==> config.mk <==
export PLATFORM = sky130hd
export DESIGN_NAME = websocket_client_frame_deframer
export DESIGN_NICKNAME = d
export VERILOG_FILES = /design/src/sv/wsd_pkg.sv /design/src/sv/wsd_parser.sv /design/src/sv/websocket_client_frame_deframer.sv
export SDC_FILE = /design/constraint.sdc
export NUM_CORES = 1
export LEC_CHECK = 0
export ABC_AREA = 0
export BUFFER_PORTS_ARGS = -buffer_cell sky130_fd_sc_hd__clkbuf_2
export CAP_MARGIN = 0
export CORE_ASPECT_RATIO = 0.5
export CORE_MARGIN = 2
export CORE_UTILIZATION = 50
export DETAILED_ROUTE_END_ITERATION = 8
export GPL_ROUTABILITY_DRIVEN = 0
export MAX_ROUTING_LAYER = met4
export PLACE_DENSITY = 0.67
export SLEW_MARGIN = 20
export SYNTH_ARGS = -nofsm -noshare
export SYNTH_HDL_FRONTEND = slang
export SYNTH_SLANG_ARGS = --single-unit
==> constraint.sdc <==
create_clock -name clk -period 8.8 [get_ports clk]
set_clock_uncertainty 0.15 [all_clocks]
set_input_delay 0.88 -clock clk [delete_from_list [all_inputs] [get_ports clk]]
set_output_delay 0.88 -clock clk [all_outputs]
set_load 0.01 [all_outputs]
==> src/sv/wsd_pkg.sv <==
// ----------------------------------------------------------------------------
// wsd_pkg
// Types and constants shared by the frame deframer modules.
// ----------------------------------------------------------------------------
package wsd_pkg;

	localparam logic [31:0] MAX_MSG_RESET = 32'd67108864;
	localparam logic [6:0]  CTRL_MAX_LEN  = 7'd125;
	localparam logic [6:0]  LEN7_EXT16    = 7'd126;
	localparam logic [6:0]  LEN7_EXT64    = 7'd127;
	localparam logic [7:0]  RSV_MASK      = 8'h70;

	localparam logic [3:0] OP_CONT   = 4'h0;
	localparam logic [3:0] OP_TEXT   = 4'h1;
	localparam logic [3:0] OP_BINARY = 4'h2;
	localparam logic [3:0] OP_CLOSE  = 4'h8;
	localparam logic [3:0] OP_PING   = 4'h9;
	localparam logic [3:0] OP_PONG   = 4'hA;

	typedef enum logic [2:0] {
		KIND_HEADER  = 3'd0,
		KIND_PAYLOAD = 3'd1,
		KIND_EMPTY   = 3'd2,
		KIND_PROTO   = 3'd3,
		KIND_TOO_BIG = 3'd4,
		KIND_IGNORED = 3'd5
	} kind_t;

	typedef struct packed {
		logic [7:0] rx_byte;
		logic       new_connection;
	} in_item_t;

	typedef struct packed {
		kind_t      kind;
		logic [7:0] data_byte;
		logic [3:0] frame_opcode;
		logic       fin_bit;
		logic       frame_end;
	} out_item_t;

endpackage

==> src/sv/wsd_parser.sv <==
// ----------------------------------------------------------------------------
// wsd_parser
// Frame parser state and per-byte next-state and result logic.
// ----------------------------------------------------------------------------
module wsd_parser (
	input  logic                clk,
	input  logic                arst_n,
	input  logic                step,
	input  wsd_pkg::in_item_t   item,
	input  logic [31:0]         max_message_bytes,
	output wsd_pkg::out_item_t  result
);
	import wsd_pkg::*;

	typedef enum logic [2:0] {
		PH_HDR0 = 3'd0,
		PH_HDR1 = 3'd1,
		PH_EXT  = 3'd2,
		PH_MASK = 3'd3,
		PH_DATA = 3'd4
	} phase_t;

	phase_t      phase_q, ph_e, ph_n;
	logic [3:0]  opcode_q, op_e, op_n;
	logic        fin_q, fin_e, fin_n;
	logic [63:0] rem_q, rem_e, rem_n;
	logic [2:0]  cnt_q, cnt_e, cnt_n;
	logic [31:0] key_q, key_e, key_n;
	logic [1:0]  idx_q, idx_e, idx_n;
	logic        frag_q, frag_e, frag_n;
	logic [32:0] total_q, total_e, total_n;
	logic        closed_q, closed_e, closed_n;

	logic [7:0]  b;
	logic [6:0]  len7;
	logic [63:0] len_acc;
	logic [32:0] sum;
	logic        ctl_big, too_big, msg_big, known;
	logic [7:0]  key_byte;
	kind_t       kind;
	logic [7:0]  data;
	logic        fend;

	always_comb begin
		b    = item.rx_byte;
		len7 = b[6:0];

		if (item.new_connection) begin
			ph_e     = PH_HDR0;
			op_e     = 4'd0;
			fin_e    = 1'b0;
			rem_e    = 64'd0;
			cnt_e    = 3'd0;
			key_e    = 32'd0;
			idx_e    = 2'd0;
			frag_e   = 1'b0;
			total_e  = 33'd0;
			closed_e = 1'b0;
		end else begin
			ph_e     = phase_q;
			op_e     = opcode_q;
			fin_e    = fin_q;
			rem_e    = rem_q;
			cnt_e    = cnt_q;
			key_e    = key_q;
			idx_e    = idx_q;
			frag_e   = frag_q;
			total_e  = total_q;
			closed_e = closed_q;
		end

		ph_n     = ph_e;
		op_n     = op_e;
		fin_n    = fin_e;
		rem_n    = rem_e;
		cnt_n    = cnt_e;
		key_n    = key_e;
		idx_n    = idx_e;
		frag_n   = frag_e;
		total_n  = total_e;
		closed_n = closed_e;
		kind     = KIND_HEADER;
		data     = 8'd0;
		fend     = 1'b0;

		// length check shared by short and extended lengths
		len_acc = (ph_e == PH_HDR1) ? {57'd0, len7} : {rem_e[55:0], b};
		ctl_big = op_e[3] && (len_acc > {57'd0, CTRL_MAX_LEN});
		too_big = len_acc > {32'd0, max_message_bytes};
		sum     = total_e + {1'b0, len_acc[31:0]};
		msg_big = (op_e == OP_CONT) && (sum > {1'b0, max_message_bytes});

		known = (b[3:0] == OP_CONT) || (b[3:0] == OP_TEXT) || (b[3:0] == OP_BINARY) ||
			(b[3:0] == OP_CLOSE) || (b[3:0] == OP_PING) || (b[3:0] == OP_PONG);

		case (idx_e)
			2'd0:    key_byte = key_e[31:24];
			2'd1:    key_byte = key_e[23:16];
			2'd2:    key_byte = key_e[15:8];
			default: key_byte = key_e[7:0];
		endcase

		if (closed_e) begin
			kind = KIND_IGNORED;
		end else begin
			case (ph_e)
				PH_HDR0: begin
					fin_n = b[7];
					op_n  = b[3:0];
					if (((b & RSV_MASK) != 8'd0) || !known ||
						(b[3] && !b[7]) ||
						((b[3:0] == OP_CONT) && !frag_e) ||
						(((b[3:0] == OP_TEXT) || (b[3:0] == OP_BINARY)) && frag_e)) begin
						kind     = KIND_PROTO;
						closed_n = 1'b1;
						ph_n     = PH_HDR0;
					end else begin
						ph_n = PH_HDR1;
					end
				end
				PH_HDR1, PH_EXT: begin
					if ((ph_e == PH_HDR1) && !b[7]) begin
						kind     = KIND_PROTO;
						closed_n = 1'b1;
						ph_n     = PH_HDR0;
					end else if ((ph_e == PH_HDR1) &&
						((len7 == LEN7_EXT16) || (len7 == LEN7_EXT64))) begin
						rem_n = 64'd0;
						cnt_n = (len7 == LEN7_EXT16) ? 3'd1 : 3'd7;
						ph_n  = PH_EXT;
					end else if ((ph_e == PH_EXT) && (cnt_e != 3'd0)) begin
						rem_n = len_acc;
						cnt_n = cnt_e - 3'd1;
					end else begin
						rem_n = len_acc;
						if (len_acc[63] || ctl_big) begin
							kind     = KIND_PROTO;
							closed_n = 1'b1;
							ph_n     = PH_HDR0;
						end else if (too_big || msg_big) begin
							kind     = KIND_TOO_BIG;
							closed_n = 1'b1;
							ph_n     = PH_HDR0;
						end else begin
							if (((op_e == OP_TEXT) || (op_e == OP_BINARY)) && !fin_e) begin
								frag_n  = 1'b1;
								total_n = len_acc[32:0];
							end else if (op_e == OP_CONT) begin
								if (fin_e) begin
									frag_n  = 1'b0;
									total_n = 33'd0;
								end else begin
									total_n = sum;
								end
							end
							ph_n  = PH_MASK;
							cnt_n = 3'd3;
							key_n = 32'd0;
						end
					end
				end
				PH_MASK: begin
					key_n = {key_e[23:0], b};
					if (cnt_e == 3'd0) begin
						if (rem_e == 64'd0) begin
							kind = KIND_EMPTY;
							fend = 1'b1;
							ph_n = PH_HDR0;
							if (op_e == OP_CLOSE) begin
								closed_n = 1'b1;
							end
						end else begin
							ph_n  = PH_DATA;
							idx_n = 2'd0;
						end
					end else begin
						cnt_n = cnt_e - 3'd1;
					end
				end
				PH_DATA: begin
					kind  = KIND_PAYLOAD;
					data  = b ^ key_byte;
					idx_n = idx_e + 2'd1;
					rem_n = rem_e - 64'd1;
					if (rem_e == 64'd1) begin
						fend = 1'b1;
						ph_n = PH_HDR0;
						if (op_e == OP_CLOSE) begin
							closed_n = 1'b1;
						end
					end
				end
				default: begin
					ph_n = PH_HDR0;
				end
			endcase
		end

		result.kind         = kind;
		result.data_byte    = data;
		result.frame_opcode = op_n;
		result.fin_bit      = fin_n;
		result.frame_end    = fend;
	end

	always_ff @(posedge clk or negedge arst_n) begin
		if (!arst_n) begin
			phase_q  <= PH_HDR0;
			opcode_q <= 4'd0;
			fin_q    <= 1'b0;
			rem_q    <= 64'd0;
			cnt_q    <= 3'd0;
			key_q    <= 32'd0;
			idx_q    <= 2'd0;
			frag_q   <= 1'b0;
			total_q  <= 33'd0;
			closed_q <= 1'b0;
		end else if (step) begin
			phase_q  <= ph_n;
			opcode_q <= op_n;
			fin_q    <= fin_n;
			rem_q    <= rem_n;
			cnt_q    <= cnt_n;
			key_q    <= key_n;
			idx_q    <= idx_n;
			frag_q   <= frag_n;
			total_q  <= total_n;
			closed_q <= closed_n;
		end
	end

endmodule

==> src/sv/websocket_client_frame_deframer.sv <==
// ----------------------------------------------------------------------------
// websocket_client_frame_deframer
// Client-to-server frame deframer: header parse, unmasking, error reporting.
// ----------------------------------------------------------------------------
// usage
//   item channel: one received byte per transaction, with new_connection
//   marking the first byte of a fresh connection (parser state is cleared
//   before that byte is parsed; max_message_bytes is kept)
//   result channel: exactly one result per input transaction, in order
//   config: cfg_we writes cfg_wdata into max_message_bytes; write only
//   while no result is pending
//   latency: result valid one cycle after the input transaction
//   throughput: one byte per cycle, set by the single-cycle parser update
//   feeding one output register
//   stall: item_stall rises when the output register is full and
//   result_stall is high; the held result stays stable until taken
//   reset: arst_n clears the parser and output valid and sets
//   max_message_bytes to 64 MiB
// ----------------------------------------------------------------------------
module websocket_client_frame_deframer (
	input  logic                clk,
	input  logic                arst_n,
	input  logic                item_valid,
	output logic                item_stall,
	input  wsd_pkg::in_item_t   item,
	output logic                result_valid,
	input  logic                result_stall,
	output wsd_pkg::out_item_t  result,
	input  logic                cfg_we,
	input  logic [31:0]         cfg_wdata
);
	import wsd_pkg::*;

	logic      [31:0] max_msg_q;
	logic             result_valid_q;
	out_item_t        result_q;
	out_item_t        parsed;
	logic             accept;

	assign item_stall   = result_valid_q && result_stall;
	assign accept       = item_valid && !item_stall;
	assign result_valid = result_valid_q;
	assign result       = result_q;

	wsd_parser u_parser (
		.clk               (clk),
		.arst_n            (arst_n),
		.step              (accept),
		.item              (item),
		.max_message_bytes (max_msg_q),
		.result            (parsed)
	);

	always_ff @(posedge clk or negedge arst_n) begin
		if (!arst_n) begin
			max_msg_q <= MAX_MSG_RESET;
		end else if (cfg_we) begin
			max_msg_q <= cfg_wdata;
		end
	end

	always_ff @(posedge clk or negedge arst_n) begin
		if (!arst_n) begin
			result_valid_q <= 1'b0;
		end else if (accept) begin
			result_valid_q <= 1'b1;
		end else if (!result_stall) begin
			result_valid_q <= 1'b0;
		end
	end

	always_ff @(posedge clk) begin
		if (accept) begin
			result_q <= parsed;
		end
	end

`ifndef SYNTHESIS
	a_accept_gives_result: assert property (@(posedge clk) disable iff (!arst_n)
		accept |=> result_valid)
		else $error("accepted transaction produced no result");

	a_stall_only_when_full: assert property (@(posedge clk) disable iff (!arst_n)
		item_stall |-> result_valid)
		else $error("input stalled with empty output register");

	a_end_only_on_data: assert property (@(posedge clk) disable iff (!arst_n)
		(result_valid && result.frame_end) |->
		(result.kind == KIND_PAYLOAD || result.kind == KIND_EMPTY))
		else $error("frame end on a non-payload result");

	a_empty_has_end: assert property (@(posedge clk) disable iff (!arst_n)
		(result_valid && result.kind == KIND_EMPTY) |-> result.frame_end)
		else $error("empty frame without frame end");

	a_data_zero: assert property (@(posedge clk) disable iff (!arst_n)
		(result_valid && result.kind != KIND_PAYLOAD) |-> (result.data_byte == 8'd0))
		else $error("data byte set on a non-payload result");
`endif

endmodule

* Word-level counts from Yosys, hierarchy flattened
Cells that the tools add are included.
Cells by class: eq/ne operators 18, $lt $le $gt $ge 3, multiplexer cells 98, add/sub/neg operators 4, reductions and logical operators 40, bitwise logic cells 2
Operators with widths (count):
- 33-bit 2-to-1 mux | 11
- 64-bit 2-to-1 mux | 5
- 32-bit 2-to-1 mux | 7
- 64-bit one-hot mux with 2 select lines | 1
- 3-bit 2-to-1 mux | 24
- 64-bit by 1-bit equality test with 1-bit output, second input constant | 1
- 64-bit by 32-bit > comparator with 1-bit output | 1
- 64-bit by 7-bit > comparator with 1-bit output, second input constant | 1
- 64-bit logical NOT | 1
- 32-bit one-hot mux with 2 select lines | 1
- 64-bit by 1-bit subtractor with 64-bit output, second input constant | 1
- 33-bit by 32-bit adder with 33-bit output | 1
- 33-bit by 32-bit > comparator with 1-bit output | 1
- 1-bit 2-to-1 mux | 32
- 3-bit one-hot mux with 4 select lines | 2
- 8-bit one-hot mux with 3 select lines | 1
- 4-bit equality test, second input constant | 4
- 7-bit equality test, second input constant | 2
- 1-bit logical OR | 14
- 2-bit 2-to-1 mux | 7
- 4-bit 2-to-1 mux | 3
- 1-bit logical AND | 11
- 4-bit by 1-bit equality test with 1-bit output, second input constant | 2
- 4-bit by 2-bit equality test with 1-bit output, second input constant | 2
- other kinds (21) | 29
Storage, ports and cells: input port bits 46, output and inout bits 19, flip-flop bits (word level) 194

* Logic depth before layout (Yosys ltp)
word-level depth 14, depth in mapped cells 32, gate-level depth less buffers 24

* Modules after synthesis
From an unflattened synthesis, not the netlist that was laid out.
Unflattened totals: cell total of the unflattened synthesis 1921, area total of the unflattened synthesis 15986.6 um2
By module, submodules not included:
- wsd_parser | cells an instance 1832, area each 14083.5 um2, instances 1
- websocket_client_frame_deframer | cells an instance 89, area each 1903.1 um2, instances 1

* Least setup slack after synthesis
OpenSTA, ideal clock, no wires.
kind in2reg, from in item[0] in the netlist's numbering, to reg u_parser.total_q[30], arrival time 7.431 ns, setup slack 1.082 ns, stages on the path 29, path through clkbuf_1 clkbuf_1 clkbuf_1 clkbuf_1 buf_1 clkbuf_1 clkbuf_1 clkbuf_1 nor2b_1 ha_1 clkbuf_1 nand4_1 nor2_1 nor4b_1 o21a_1 o21ai_0 or3_1 nand3_1 ha_1 a2111oi_0 o21ai_0 a2111oi_0 a31o_2 nand2_1 a311oi_4 nand3_2 buf_4 a311o_1 a2bb2oi_1
Between the ends: longest elaborated chain between the ends 14, elaborated cells on any way between the ends 39, classes of those cells 1 x add/sub; 3 x order compare; 4 x eq/ne; 18 x mux; 13 x reduce/logical
Ends and longest elaborated chain:
- from (decl) | RTL line websocket_client_frame_deframer.sv:25 | input wsd_pkg::in_item_t item,
- 3-bit 2-to-1 mux | RTL line wsd_parser.sv:48 | if (item.new_connection) begin
- 3-bit by 1-bit equality test with 1-bit output
- 64-bit 2-to-1 mux | RTL line wsd_parser.sv:87 | len_acc = (ph_e == PH_HDR1) ? {57'd0, len7} : {rem_e[55:0], b};
- 33-bit by 32-bit adder with 33-bit output | RTL line wsd_parser.sv:90 | sum = total_e + {1'b0, len_acc[31:0]};
- 33-bit by 32-bit > comparator with 1-bit output / 33-bit 2-to-1 mux (equally long branches) | RTL line wsd_parser.sv:91, wsd_parser.sv:149
- 1-bit logical AND / 33-bit 2-to-1 mux (equally long branches) | RTL line wsd_parser.sv:91, wsd_parser.sv:148
- 1-bit logical OR / 33-bit 2-to-1 mux (equally long branches) | RTL line wsd_parser.sv:140, wsd_parser.sv:145
- 33-bit 2-to-1 mux | RTL line wsd_parser.sv:140 | end else if (too_big || msg_big) begin
- 33-bit 2-to-1 mux | RTL line wsd_parser.sv:136 | if (len_acc[63] || ctl_big) begin
- 33-bit 2-to-1 mux | RTL line wsd_parser.sv:131 | end else if ((ph_e == PH_EXT) && (cnt_e != 3'd0)) begin
- 33-bit 2-to-1 mux | RTL line wsd_parser.sv:126 | end else if ((ph_e == PH_HDR1) &&
- 33-bit 2-to-1 mux | RTL line wsd_parser.sv:122 | if ((ph_e == PH_HDR1) && !b[7]) begin
- 33-bit 2-to-1 mux | RTL line wsd_parser.sv:106 | case (ph_e)
- 33-bit 2-to-1 mux (*) | RTL line wsd_parser.sv:103 | if (closed_e) begin
- to (signal assigned) | RTL line wsd_parser.sv:227 | total_q <= total_n;
- to (decl) | RTL line wsd_parser.sv:31 | logic [32:0] total_q, total_e, total_n;
Every way passes the cells marked *; elsewhere a longest branch is shown, timed or not. A chain may end at the register's enable or synchronous reset.

* Worst setup path in the final report
from reg u_parser.phase_q[1], to reg u_parser.key_q[11]
Between the ends: longest elaborated chain between the ends 14, elaborated cells on any way between the ends 24, classes of those cells 1 x add/sub; 3 x order compare; 3 x eq/ne; 9 x mux; 8 x reduce/logical
Ends and longest elaborated chain:
- from (decl) | RTL line wsd_parser.sv:23 | phase_t phase_q, ph_e, ph_n;
- from (signal assigned) | RTL line wsd_parser.sv:219 | phase_q <= ph_n;
- 3-bit 2-to-1 mux (*) | RTL line wsd_parser.sv:48
- 3-bit by 1-bit equality test with 1-bit output
- 64-bit 2-to-1 mux | RTL line wsd_parser.sv:87
- 33-bit by 32-bit adder with 33-bit output | RTL line wsd_parser.sv:90
- 33-bit by 32-bit > comparator with 1-bit output | RTL line wsd_parser.sv:91 | msg_big = (op_e == OP_CONT) && (sum > {1'b0, max_message_bytes});
- 1-bit logical AND | RTL line wsd_parser.sv:91
- 1-bit logical OR | RTL line wsd_parser.sv:140
- 32-bit 2-to-1 mux | RTL line wsd_parser.sv:140
- 32-bit 2-to-1 mux | RTL line wsd_parser.sv:136
- 32-bit 2-to-1 mux | RTL line wsd_parser.sv:131
- 32-bit 2-to-1 mux | RTL line wsd_parser.sv:126
- 32-bit 2-to-1 mux | RTL line wsd_parser.sv:122
- 32-bit one-hot mux with 2 select lines (*) | RTL line wsd_parser.sv:106
- 32-bit 2-to-1 mux (*) | RTL line wsd_parser.sv:103
- to (signal assigned) | RTL line wsd_parser.sv:224 | key_q <= key_n;
- to (decl) | RTL line wsd_parser.sv:28 | logic [31:0] key_q, key_e, key_n;
Marks and branches as above.

==> flow_metrics.py <==
metrics = {
    "run_status": {
        "status": "completed",
    },
    "sta": {
        "setup_viol": 0,
        "fin_crit_ps": 7483,
        "finalHoldViolations": 0,
        "rsz0062_at_grt": "false",
        "fmax_ghz": 0.1336,
        "max_slew.worst_pin.slew_ps": 1137,
        "report.final.slew_viol_count": 0,
        "fin_crit_sh_pct": 85.04,
        "slew_headroom_pct": 24.23,
        "setup-tns-final_ps": 0,
    },
    "grt": {
        "grt_pass1_vias": 13620,
        "gr-total-overflow": 0,
        "grt_usage_pct": 31.84,
        "grt_pass1_wl_um": 78450,
        "grt_max_degree": 74,
        "antenna_found_initial": 1,
    },
    "flow_run": {
        "max_cap_violations": 0,
    },
    "routing": {
        "vias": 15280,
        "avgViaCountPerCell": 6.647,
        "avgRoutedWirePerCell_um": 21.56,
        "drtPass1Iterations": 6,
        "drc": 0,
        "drtIter0Drc": 2107,
        "wirelength_um": 49560,
        "ant_nets": 0,
    },
    "cells_and_area": {
        "area_growth_syn_to_layout_pct": 7.841,
        "final_nets": 2029,
        "layout_common_cells": "nand2_1 (194), o21ai_0 (191), dfrtp_1 (176)",
        "nFillCells": 2842,
        "drive_gt1_share_pct": 10.06,
        "final_common_cell": "nand2_1",
        "finalNonFillerCells": 2299,
    },
    "clock_tree": {
        "cts_resized": 0,
        "cts_tree": "built",
        "cts_max_level": 4,
        "cts_hold_buf": 0,
        "clkSinkCount": 194,
        "clock_latency_ps": 480,
        "cts_made_buffers": 17,
        "cts_setup_buffers": 0,
        "clock_path_buffers": 2,
        "clockRootBuffer": "clkbuf_16",
        "path_clk_slew_ps": 90,
    },
    "placed_design": {
        "dpl.cell_count": 2266,
        "place_hpwl_um": 34080,
        "portBuffers": 64,
    },
    "floorplanning": {
        "die_w_um": 252.1,
        "row_count": 45,
        "dieArea_mm2": 0.03227,
        "die-height_um": 128.0,
        "start_util_pct": 50.78,
        "core_area_mm2": 0.03029,
        "io_pins": 65,
    },
    "setup_path": {
        "worstSetupPathType": "reg -> reg",
        "startpoint_type": "flop",
        "end_kind": "flop",
        "crit_fanout": 32,
        "crit_required_ps": 9020,
        "crit_arrival_ps": 7700,
    },
    "yosys": {
        "synth_edf_count": 17,
        "ys.flop_type": "dfrtp_1",
        "ys_ff_latch": 194,
        "synth_warnings": 0,
        "synth_area_per_cell_um2": 8.054,
        "synthSimpleGateAreaFrac_pct": 21.98,
        "yosysSeqAreaShare_pct": 32.12,
        "synth-xor-area-share_pct": 2.505,
        "netlist_instances": 1910,
        "ys_types": 98,
        "synth_adder_area_share_pct": 8.003,
        "synthArstFlopShare_pct": 91.24,
        "syn-cell-area_mm2": 0.01538,
        "synth_mux_area_share_pct": 0.5368,
        "synth_top_family_by_area": "compound AO/OA/AOI/OAI gates",
        "syn_nets": 2053,
        "synth_compound_area_share_pct": 29.30,
    },
    "pwr": {
        "irDropWorstVdd_uv": 156.8,
        "power_density_mw_per_mm2": 214.7,
        "p_leak_nw": 7.286,
        "power.total_mw": 3.561,
    },
    "min_path": {
        "worstHoldPathType": "in -> async",
    },
}
==> power by group <==
| group | total (mW) | switching, mW | internal, mW |
|---|---|---|---|
| logic | 1.53 | 0.993 | 0.534 |
| clock network | 0.852 | 0.455 | 0.398 |
| registers | 1.18 | 0.168 | 1.01 |
==> Yosys cell counts (all sizes together), types with 25 or more instances <==
master	instances	area, µm²
a21oi	152	760.7
a22o	44	385.4
a22oi	26	195.2
a31oi	29	187.7
and3	28	175.2
buf	28	157.7
clkbuf	113	424.2
dfrtp	176	4404
ha	96	1201
inv	73	274.0
nand2	194	728.2
nand3	74	380.4
nor2	155	591.8
nor2b	42	262.8
nor3	51	271.5
o21ai	196	988.4
o31ai	25	192.7
or3	28	180.2
xnor2	27	236.5
==> cell type report <==
cell class / instances / area (µm²) / area share (%)
timing repair buffer: 98 / 586.8 / 3.537
multi-input combinational: 1502 / 9639 / 58.10
sequential: 194 / 4941 / 29.78
clock inverter: 15 / 221.5 / 1.335
antenna: 1 / 2.502 / 0.01508
inverter: 73 / 274.0 / 1.652
clock buffer: 17 / 425.4 / 2.564
tap: 399 / 499.2 / 3.009
==> critical path: stages (launching register included) <==
cell and delay, ps:
dfrtp_1 560, or3b_4 650, and3_1 310, ha_1 400, nor3_1 70, o31ai_1 260, o2111ai_1 220, or2_1 290
nor4b_1 330, o21a_1 210, o21ai_0 110, or3_1 350, nand3_1 110, ha_1 250, a2111oi_0 480, o21ai_0 160
a2111oi_0 610, a31o_2 260, nand2_1 80, a311oi_4 520, nor4b_2 410, o31ai_4 80, buf_4 260, a32o_1 230
==> per-stage QoR <==
stage | setup slack [ps] | cell area (µm²) | util (%) | hold WS [ps]
floorplan | 1082 | 15380 | - | 298.9
global placement | 1286 | 15930 | 52.60 | 334.7
detailed placement | 1059 | 15930 | 52.60 | 332.9
CTS | 1432 | 16580 | 54.73 | 262.0
global route | 876.6 | 16590 | 54.77 | 284.5
finish | 1317 | 16590 | 54.77 | 236.1
==> worst paths after layout <==
kind | start | to | depth (start not counted) | slack, ps
max | u_parser.phase_q[1] | u_parser.key_q[11] | 23 | 1320
min | arst_n | max_msg_q[4] | 1 | 240
max reg2reg | u_parser.phase_q[1] | u_parser.key_q[11] | 23 | 1320
min reg2reg | u_parser.idx_q[1] | u_parser.idx_q[1] | 1 | 360
max in group asynchronous | arst_n | u_parser.rem_q[41] | 3 | 6310
min in group clk | u_parser.idx_q[1] | u_parser.idx_q[1] | 1 | 360
==> layer usage <==
metal  up-vias  global-route usage [%]  wire (µm)
li1       7076                       -          -
met1      7325                   47.35      23330
met2       802                   44.34      20760
met3        79                   5.442       4619
met4         0                   8.423        860
met5         -                       -          0
==> state kept, by name, indices dropped and copies added, names as in the netlist, 2 cells and up <==
name and cells:
u_parser.phase_q 3, max_msg_q 32, result 17, u_parser.key_q 32, u_parser.total_q 33, u_parser.rem_q 64
u_parser.opcode_q 4, u_parser.cnt_q 3, u_parser.idx_q 2
==> cells by family after synthesis <==
group,after synthesis
xor gates and xnor gates,44
muxes,7
AOI/OAI and AO/OA,679
buffers and inverters,214
DFF,194
and+or+nand+nor,674
adders and majority gates,98
Note: power is estimated with default switching activity, not from simulation.
